[config.mk]
export PLATFORM = sky130hd
export DESIGN_NAME = zoned_band_address_mapper
export DESIGN_NICKNAME = d
export VERILOG_FILES = /design/src/zbam_pkg.sv /design/src/zbam_div.sv /design/src/zbam_core.sv /design/src/zoned_band_address_mapper.sv
export VERILOG_INCLUDE_DIRS = /design/src /design/src/src
export SDC_FILE = /design/constraint.sdc
export NUM_CORES = 2
export LEC_CHECK = 0
export BUFFER_PORTS_ARGS = -buffer_cell sky130_fd_sc_hd__buf_2
export CAP_MARGIN = 10
export CORE_MARGIN = 1
export CORE_UTILIZATION = 45
export DETAILED_ROUTE_END_ITERATION = 10
export PLACE_DENSITY_LB_ADDON = 0.3
export SLEW_MARGIN = 25
export SYNTH_ARGS = -nofsm -noshare
export SYNTH_HDL_FRONTEND = slang
export SYNTH_SLANG_ARGS = --single-unit
[constraint.sdc]
create_clock -name clk -period 12.2 [get_ports clk]
set_input_delay 0.61 -clock clk [delete_from_list [all_inputs] [get_ports clk]]
set_output_delay 0.61 -clock clk [all_outputs]
set_load 0.05 [all_outputs]
[src/assert_macros.svh]
// ----------------------------------------------------------------------------
// Assertion macros
// Clocked concurrent assertion helpers shared by the mapper RTL.
// ----------------------------------------------------------------------------
`ifndef ASSERT_MACROS_SVH
`define ASSERT_MACROS_SVH

`ifndef ASSERT_OFF

// Property must hold at every rising edge outside reset
`define ASSERT_PROP(lbl, clk, rst_n, prop) \
	lbl: assert property (@(posedge clk) disable iff (!rst_n) prop) \
		else $error("assertion failed");

// Expression must never be true outside reset
`define ASSERT_NEVER(lbl, clk, rst_n, expr) \
	lbl: assert property (@(posedge clk) disable iff (!rst_n) !(expr)) \
		else $error("forbidden condition seen");

`else

`define ASSERT_PROP(lbl, clk, rst_n, prop)
`define ASSERT_NEVER(lbl, clk, rst_n, expr)

`endif

`endif

[src/zbam_pkg.sv]
// ----------------------------------------------------------------------------
// zbam_pkg
// Types and constants shared by the zoned band address mapper modules.
// ----------------------------------------------------------------------------
package zbam_pkg;

	// Register indexes on the configuration port
	localparam logic [2:0] REG_ZONE_COUNT    = 3'd0;
	localparam logic [2:0] REG_BANDS_PER_ZONE = 3'd1;
	localparam logic [2:0] REG_SMALLEST_BAND = 3'd2;
	localparam logic [2:0] REG_BAND_STEP     = 3'd3;
	localparam logic [2:0] REG_BLOCK_SHIFT   = 3'd4;

	// Register field widths
	localparam int ZC_W   = 6;
	localparam int BPZ_W  = 20;
	localparam int SMB_W  = 32;
	localparam int STEP_W = 28;
	localparam int SHF_W  = 5;
	localparam int CFG_DATA_W = 32;

	// Register reset values
	localparam logic [ZC_W-1:0]   RST_ZONE_COUNT = 6'd19;
	localparam logic [BPZ_W-1:0]  RST_BANDS_PER_ZONE = 20'd10220;
	localparam logic [SMB_W-1:0]  RST_SMALLEST_BAND = 32'd18874368;
	localparam logic [STEP_W-1:0] RST_BAND_STEP = 28'd1048576;
	localparam logic [SHF_W-1:0]  RST_BLOCK_SHIFT = 5'd12;

	// Internal arithmetic widths (cover up to 64 zones)
	localparam int SIZE_W = 35;   // band size
	localparam int ZLEN_W = 55;   // zone length = size * bands
	localparam int TOT_W  = 61;   // running zone end
	localparam int QUO_W  = 20;   // band within zone
	localparam int REM_W  = 55;   // divider remainder
	localparam int ZL_W   = 7;    // zone limit

	// Result field widths
	localparam int ZI_OUT_W = 5;
	localparam int BN_W     = 25;
	localparam int BB_W     = 34;
	localparam int BS_W     = 48;
	localparam int BLK_W    = 25;

	typedef struct packed {
		logic [ZC_W-1:0]   zone_count;
		logic [BPZ_W-1:0]  bands_per_zone;
		logic [SMB_W-1:0]  smallest_band_bytes;
		logic [STEP_W-1:0] band_step_bytes;
		logic [SHF_W-1:0]  block_shift;
	} cfg_t;

	typedef struct packed {
		logic                in_range;
		logic [ZI_OUT_W-1:0] zone_index;
		logic [BN_W-1:0]     band_number;
		logic [BB_W-1:0]     band_bytes;
		logic [BS_W-1:0]     band_start;
		logic [BLK_W-1:0]    block_in_band;
	} res_t;

endpackage

[src/zbam_div.sv]
// ----------------------------------------------------------------------------
// zbam_div
// Restoring divider, one quotient bit per cycle.
// ----------------------------------------------------------------------------
`include "assert_macros.svh"

module zbam_div (
	input  logic                       clk,
	input  logic                       arst_n,
	input  logic                       start,
	input  logic [zbam_pkg::REM_W-1:0]  dividend,
	input  logic [zbam_pkg::SIZE_W-1:0] divisor,
	output logic                       busy,
	output logic                       done,
	output logic [zbam_pkg::QUO_W-1:0]  quo,
	output logic [zbam_pkg::REM_W-1:0]  rem
);
	import zbam_pkg::*;

	localparam int CNT_W = $clog2(QUO_W);

	logic             busy_q;
	logic             done_q;
	logic [CNT_W-1:0] cnt_q;
	logic [REM_W-1:0] rem_q;
	logic [REM_W-1:0] dsh_q;
	logic [QUO_W-1:0] quo_q;
	logic             fits;

	// Trial subtract of the shifted divisor
	assign fits = (rem_q >= dsh_q);

	// Control: count down the quotient bits
	always_ff @(posedge clk or negedge arst_n) begin
		if (!arst_n) begin
			busy_q <= 1'b0;
			done_q <= 1'b0;
			cnt_q  <= '0;
		end else if (start) begin
			busy_q <= 1'b1;
			done_q <= 1'b0;
			cnt_q  <= CNT_W'(QUO_W - 1);
		end else if (busy_q) begin
			if (cnt_q == '0) begin
				busy_q <= 1'b0;
				done_q <= 1'b1;
			end else begin
				cnt_q <= cnt_q - 1'b1;
			end
		end else begin
			done_q <= 1'b0;
		end
	end

	// Datapath: shift divisor down, subtract when it fits
	always_ff @(posedge clk) begin
		if (start) begin
			rem_q <= dividend;
			dsh_q <= REM_W'(divisor) << (QUO_W - 1);
			quo_q <= '0;
		end else if (busy_q) begin
			if (fits) begin
				rem_q <= rem_q - dsh_q;
			end
			quo_q <= {quo_q[QUO_W-2:0], fits};
			dsh_q <= dsh_q >> 1;
		end
	end

	assign busy = busy_q;
	assign done = done_q;
	assign quo  = quo_q;
	assign rem  = rem_q;

	`ASSERT_NEVER(a_no_restart, clk, arst_n, start && busy_q)
	`ASSERT_PROP(a_last_bit_done, clk, arst_n, (busy_q && cnt_q == '0 && !start) |=> done_q)
	`ASSERT_NEVER(a_done_idle, clk, arst_n, done_q && busy_q)

endmodule

[src/zbam_core.sv]
// ----------------------------------------------------------------------------
// zbam_core
// Zone walk sequencer: one multiply and one add/compare per zone, then, for an
// offset inside a zone, a shared divide for the band inside that zone.
// ----------------------------------------------------------------------------
`include "assert_macros.svh"

module zbam_core #(
	parameter int MAX_ZONES   = 32,
	parameter int OFFSET_BITS = 48
) (
	input  logic                   clk,
	input  logic                   arst_n,
	input  zbam_pkg::cfg_t          cfg,
	input  logic                   start,
	input  logic [OFFSET_BITS-1:0] offset,
	input  logic                   res_take,
	output logic                   idle,
	output logic                   res_valid,
	output zbam_pkg::res_t          res
);
	import zbam_pkg::*;

	localparam int ZI_W  = (MAX_ZONES > 1) ? $clog2(MAX_ZONES) : 1;
	localparam int CMP_W = ((OFFSET_BITS > TOT_W) ? OFFSET_BITS : TOT_W) + 1;
	localparam logic [ZL_W-1:0] MAXZ = ZL_W'(MAX_ZONES);

	typedef enum logic [4:0] {
		ST_IDLE = 5'b00001,
		ST_MUL  = 5'b00010,
		ST_CMP  = 5'b00100,
		ST_DIV  = 5'b01000,
		ST_DONE = 5'b10000
	} state_t;

	state_t               st_q;
	logic [OFFSET_BITS-1:0] off_q;
	logic [TOT_W-1:0]     total_q;
	logic [SIZE_W-1:0]    size_q;
	logic [ZLEN_W-1:0]    zlen_q;
	logic [BN_W-1:0]      base_q;
	logic [ZI_W-1:0]      zi_q;
	res_t                 res_q;

	logic [ZL_W-1:0]      zlim;
	logic [ZLEN_W-1:0]    prod;
	logic [CMP_W-1:0]     zone_end;
	logic [CMP_W-1:0]     rel;
	logic                 hit;
	logic                 last_zone;
	logic                 div_start;
	logic                 div_busy;
	logic                 div_done;
	logic [QUO_W-1:0]     div_quo;
	logic [REM_W-1:0]     div_rem;
	logic [CMP_W-1:0]     start_ofs;

	// Clamp the zone count to the hardware limit
	assign zlim = (ZL_W'(cfg.zone_count) > MAXZ) ? MAXZ : ZL_W'(cfg.zone_count);

	// Shared multiplier and adder/comparator
	assign prod      = size_q * cfg.bands_per_zone;
	assign zone_end  = CMP_W'(total_q) + CMP_W'(zlen_q);
	assign hit       = (zone_end > CMP_W'(off_q));
	assign rel       = CMP_W'(off_q) - CMP_W'(total_q);
	assign last_zone = ((ZL_W'(zi_q) + 1'b1) == zlim);
	assign div_start = (st_q == ST_CMP) && hit;
	assign start_ofs = CMP_W'(off_q) - CMP_W'(div_rem);

	zbam_div u_div (
		.clk      (clk),
		.arst_n   (arst_n),
		.start    (div_start),
		.dividend (REM_W'(rel)),
		.divisor  (size_q),
		.busy     (div_busy),
		.done     (div_done),
		.quo      (div_quo),
		.rem      (div_rem)
	);

	// Sequencer
	always_ff @(posedge clk or negedge arst_n) begin
		if (!arst_n) begin
			st_q <= ST_IDLE;
		end else begin
			unique case (st_q)
				ST_IDLE: begin
					if (start) begin
						st_q <= (zlim == '0) ? ST_DONE : ST_MUL;
					end
				end
				ST_MUL: begin
					st_q <= ST_CMP;
				end
				ST_CMP: begin
					if (hit) begin
						st_q <= ST_DIV;
					end else if (last_zone) begin
						st_q <= ST_DONE;
					end else begin
						st_q <= ST_MUL;
					end
				end
				ST_DIV: begin
					if (div_done) begin
						st_q <= ST_DONE;
					end
				end
				ST_DONE: begin
					if (res_take) begin
						st_q <= ST_IDLE;
					end
				end
				default: begin
					st_q <= ST_IDLE;
				end
			endcase
		end
	end

	// Walk datapath and result capture
	always_ff @(posedge clk) begin
		if (st_q == ST_IDLE && start) begin
			off_q   <= offset;
			total_q <= '0;
			size_q  <= SIZE_W'(cfg.smallest_band_bytes);
			base_q  <= '0;
			zi_q    <= '0;
			res_q   <= '0;
		end
		if (st_q == ST_MUL) begin
			zlen_q <= prod;
		end
		if (st_q == ST_CMP && !hit) begin
			total_q <= TOT_W'(zone_end);
			size_q  <= size_q + SIZE_W'(cfg.band_step_bytes);
			base_q  <= base_q + BN_W'(cfg.bands_per_zone);
			zi_q    <= zi_q + 1'b1;
		end
		if (st_q == ST_DIV && div_done) begin
			res_q.in_range      <= 1'b1;
			res_q.zone_index    <= ZI_OUT_W'(zi_q);
			res_q.band_number   <= base_q + BN_W'(div_quo);
			res_q.band_bytes    <= BB_W'(size_q);
			res_q.band_start    <= BS_W'(start_ofs);
			res_q.block_in_band <= BLK_W'(div_rem >> cfg.block_shift);
		end
	end

	assign idle      = (st_q == ST_IDLE);
	assign res_valid = (st_q == ST_DONE);
	assign res       = res_q;

	`ASSERT_PROP(a_rem_below_size, clk, arst_n,
		(st_q == ST_DIV && div_done) |-> (REM_W'(size_q) > div_rem))
	`ASSERT_PROP(a_zone_in_limit, clk, arst_n,
		(st_q == ST_CMP || st_q == ST_DIV) |-> (ZL_W'(zi_q) < zlim))
	`ASSERT_PROP(a_miss_is_zero, clk, arst_n,
		(res_valid && !res_q.in_range) |-> (res_q.band_number == '0 && res_q.band_bytes == '0))
	`ASSERT_PROP(a_div_only_in_div, clk, arst_n, div_busy |-> (st_q == ST_DIV))

endmodule

[src/zoned_band_address_mapper.sv]
// ----------------------------------------------------------------------------
// zoned_band_address_mapper
// Maps a byte offset in a zoned shingled area onto zone, band and block.
// ----------------------------------------------------------------------------
// One offset is mapped at a time. The zones are walked in order through one
// multiplier and one adder/comparator, a multiply step and then a compare step
// per zone, and the band inside the holding zone comes from a divider that
// resolves one quotient bit per cycle. in_stall stays high while an offset is
// being mapped or its result waits for the output register; a finished result
// sits in the output register, so the next offset is taken while it waits.
// Configuration writes are always ready and must only be issued while no offset
// is in flight.
// ----------------------------------------------------------------------------
module zoned_band_address_mapper #(
	parameter int MAX_ZONES   = 32,
	parameter int OFFSET_BITS = 48
) (
	input  logic                              clk,
	input  logic                              arst_n,
	// configuration write channel
	input  logic                              cfg_valid,
	output logic                              cfg_ready,
	input  logic [2:0]                        cfg_index,
	input  logic [zbam_pkg::CFG_DATA_W-1:0]   cfg_data,
	// offset channel
	input  logic                              in_valid,
	output logic                              in_stall,
	input  logic [OFFSET_BITS-1:0]            byte_offset,
	// result channel
	output logic                              out_valid,
	input  logic                              out_stall,
	output logic                              in_range,
	output logic [zbam_pkg::ZI_OUT_W-1:0]     zone_index,
	output logic [zbam_pkg::BN_W-1:0]         band_number,
	output logic [zbam_pkg::BB_W-1:0]         band_bytes,
	output logic [zbam_pkg::BS_W-1:0]         band_start,
	output logic [zbam_pkg::BLK_W-1:0]        block_in_band
);
	import zbam_pkg::*;

	cfg_t cfg_q;
	res_t out_q;
	logic out_valid_q;
	logic core_idle;
	logic core_res_valid;
	res_t core_res;
	logic res_take;
	logic in_take;

	// Configuration registers
	assign cfg_ready = 1'b1;

	always_ff @(posedge clk or negedge arst_n) begin
		if (!arst_n) begin
			cfg_q.zone_count          <= RST_ZONE_COUNT;
			cfg_q.bands_per_zone      <= RST_BANDS_PER_ZONE;
			cfg_q.smallest_band_bytes <= RST_SMALLEST_BAND;
			cfg_q.band_step_bytes     <= RST_BAND_STEP;
			cfg_q.block_shift         <= RST_BLOCK_SHIFT;
		end else if (cfg_valid && cfg_ready) begin
			unique case (cfg_index)
				REG_ZONE_COUNT:     cfg_q.zone_count          <= cfg_data[ZC_W-1:0];
				REG_BANDS_PER_ZONE: cfg_q.bands_per_zone      <= cfg_data[BPZ_W-1:0];
				REG_SMALLEST_BAND:  cfg_q.smallest_band_bytes <= cfg_data[SMB_W-1:0];
				REG_BAND_STEP:      cfg_q.band_step_bytes     <= cfg_data[STEP_W-1:0];
				REG_BLOCK_SHIFT:    cfg_q.block_shift         <= cfg_data[SHF_W-1:0];
				default: begin
				end
			endcase
		end
	end

	// Input handshake: take an offset only when the walker is free
	assign in_stall = !core_idle;
	assign in_take  = in_valid && !in_stall;

	zbam_core #(
		.MAX_ZONES   (MAX_ZONES),
		.OFFSET_BITS (OFFSET_BITS)
	) u_core (
		.clk       (clk),
		.arst_n    (arst_n),
		.cfg       (cfg_q),
		.start     (in_take),
		.offset    (byte_offset),
		.res_take  (res_take),
		.idle      (core_idle),
		.res_valid (core_res_valid),
		.res       (core_res)
	);

	// Output register: load when empty or being drained
	assign res_take = core_res_valid && (!out_valid_q || !out_stall);

	always_ff @(posedge clk or negedge arst_n) begin
		if (!arst_n) begin
			out_valid_q <= 1'b0;
		end else if (res_take) begin
			out_valid_q <= 1'b1;
		end else if (!out_stall) begin
			out_valid_q <= 1'b0;
		end
	end

	always_ff @(posedge clk) begin
		if (res_take) begin
			out_q <= core_res;
		end
	end

	assign out_valid     = out_valid_q;
	assign in_range      = out_q.in_range;
	assign zone_index    = out_q.zone_index;
	assign band_number   = out_q.band_number;
	assign band_bytes    = out_q.band_bytes;
	assign band_start    = out_q.band_start;
	assign block_in_band = out_q.block_in_band;

endmodule

==> summary.txt <==
status: finished, final reports clean
Ports: 229
Post-synth top cells: inv_1, nand2_1, fa_1, edfxtp_1, ha_1
Synth Register Bits: 738
Synth Cell Area: 66500 um2
crit path max fanout: 50
Vias per Instance: 5.59
total die area: 149000 um2
flop2flop setup slack: 3150 ps
Detail Route met3 WL: 10800 um
kind of critical path: reg2reg
final non-filler cell total: 8734
Post-synth EDFFs: 594
sequential fraction of the synthesis area: 0.320
Final Hold Violating Endpoints: 0
Critical R2R Capture: u_core.u_div.rem[13]$_DFFE_PP_
vias in the first global route: 50000
Slew @ Worst Pin: 1060 ps
Critical Path RT: 12640 ps
first-pass GRT wire length: 293000 um
Vias: 48800
CP most frequent cell: o21ai_0
CP max stage delay: 750 ps
Cells on Worst Hold Path: 1
Hold EP: u_core.off_q[33]$_DFFE_PP_
fin nets: 7919
type of element launching the critical path: register
DRT iter0 DRCs: 3305
FMAX: 0.110 GHz
Buffers on Ports: 227
Core Region: 146000 um2
Slowest-stage cell, CP: buf_4
Residual DRC: 0
count leader, synth: inv_1
H-tree Lvls: 3
Post-Synthesis Cells: 6631
max-cap viol count: 0
Post-Syn Area per Cell: 10.0 um2
initial antenna violation count: 3
R2R depth: 30
HP Class: in2reg
top layer used by detailed routing: met4
largest net degree at the start of global routing: 69
P&R area growth vs syn: 8.72%
post-synth top area cell: edfxtp_1
yosys warns: 0
Antenna Violating Nets Remaining: 0
WL met1: 82700 um
CP arrival: 9500 ps
clock buffer depth: 3
hpwl dp: 146000 um
die height: 387 um
Resized cells post-CTS: 0
CTS tree: built
Post-synth ARST share: 0.141
Worst-path clk slew: 60 ps
latest clock arrival within the worst-skew pair: 720 ps
Final Max Tran Viols: 0
DP Cell Count: 8573
WL final: 189000 um
metal2 WL: 88700 um
GRT overflow: 0
Final Skew: 40.0 ps
Initial Utilization: 0.455
Slew headroom: 0.273
layout cells sized above 1: 0.0926
root buf cell: clkbuf_16
RSZ-0062 raised after global routing: false
ys flop type: edfxtp_1
GP Congestion: 0.935
first-pass iteration count of the detailed router: 8
reg2reg start: u_core.total_q[0]$_SDFFCE_PN0P_
crit end category: register
Final Critical Period: 9050 ps
Synth top area share: 0.268
final setup vio count: 0
die width: 387 um
Yosys cell types: 91
Tcrit/Tclk final: 0.742
CTS buffer count: 86
synth top area cells: edfxtp_1, fa_1, ha_1, inv_1, nand2_1
Final TNS setup: 0 ps
row count: 140
worst setup slack after layout: 3150 ps
worst slack, placed: 3180 ps
WL/cell: 21.6 um
clk sinks: 738
HP Start: byte_offset[33]
gr usage total: 0.254
-- worst max-delay path by stage --
| stage | start | endpoint | slack [ps] | cells after the start |
|---|---|---|---|---|
| global placement | u_core.total_q[0]$_SDFFCE_PN0P_ | u_core.u_div.rem[12]$_DFFE_PP_ | 3450 | 30 |
| detailed placement | u_core.total_q[0]$_SDFFCE_PN0P_ | u_core.u_div.rem[9]$_DFFE_PP_ | 3180 | 30 |
| CTS | u_core.total_q[0]$_SDFFCE_PN0P_ | u_core.u_div.rem[13]$_DFFE_PP_ | 3160 | 30 |
| finish | u_core.total_q[0]$_SDFFCE_PN0P_ | u_core.u_div.rem[13]$_DFFE_PP_ | 3150 | 30 |
| floorplan | u_core.total_q[0]$_SDFFCE_PN0P_ | u_core.base_q[0]$_SDFFCE_PN0P_ | 3570 | 27 |
| global route | u_core.total_q[0]$_SDFFCE_PN0P_ | u_core.u_div.rem[13]$_DFFE_PP_ | 2580 | 30 |
-- state kept, by name, summed over array words and instances (netlist names), 35 cells and up --
signal / flops
u_core.res: 138
u_core.u_div.dsh_q: 54
band_start: 48
u_core.size_q: 35
u_core.total_q: 61
u_core.zlen_q: 55
cfg_q: 91
u_core.off_q: 48
u_core.u_div.rem: 55
-- cell families after synthesis --
group	Yosys count	share of synthesized area
XOR/XNOR	307	0.0404
multiplexers	322	0.0588
other	2	0.000113
flip-flops	738	0.320
AO/OA/AOI/OAI	1101	0.105
adder cells (fa/ha/maj)	1085	0.271
AND/OR/NAND/NOR	1837	0.133
buffers and inverters	1239	0.0714
-- per-layer routing --
layer	up-vias	GRT usage
met2	1484	0.421
li1	22400	-
met5	-	0
met1	24700	0.344
met3	265	0.0274
met4	0	0.0876
-- final cells by class --
class / count / area, um2
Fill cell: 13300 / 73900
Multi-Input combinational cell: 4666 / 40700
Sequential cell: 738 / 21300
Inverter: 958 / 3600
Tap cell: 1917 / 2400
Clock buffer: 108 / 2320
Timing Repair Buffer: 296 / 1670
Clock inverter: 50 / 440
Antenna cell: 1 / 2.50
-- cells in the final DEF, fill, tap and decap left out, drive strengths merged, types with 122 or more instances in the layout --
cell type,synthesis,final
o21ai,200,200
nor2,343,343
edfxtp,594,594
ha,488,488
a21oi,362,362
mux2i,157,157
mux2,122,122
nand2,692,692
inv,956,964
and2,390,390
xor2,126,126
fa,597,597
a21o,182,182
buf,38,295
xnor2,181,181
-- critical path, delay by kind of cell (launching register included) --
kind	cells	cell delay, ps
fa+ha+maj	3	1050
xor+xnor	1	150
compound gates	13	2890
flops	1	410
mux	1	410
buf+inv	2	1060
simple gates	10	2610
-- stage by stage --
stage	area (um2)	utilization	hold slack [ps]
after CTS	72300	0.494	19.9
after global routing	72300	0.495	44.3
final	72300	0.495	70.8
after global placement	69600	0.476	403
after detailed placement	69600	0.476	405
after floorplan	66600	-	314
-- timing repair --
action,CTS,global route
endpoints found under the hold margin,44,0
buffers inserted,0,0
hold buffers,1,0
Power is left out: the tool's default activity adds up to more than one toggle a clock period on the data nets, which glitch-free logic cannot reach.
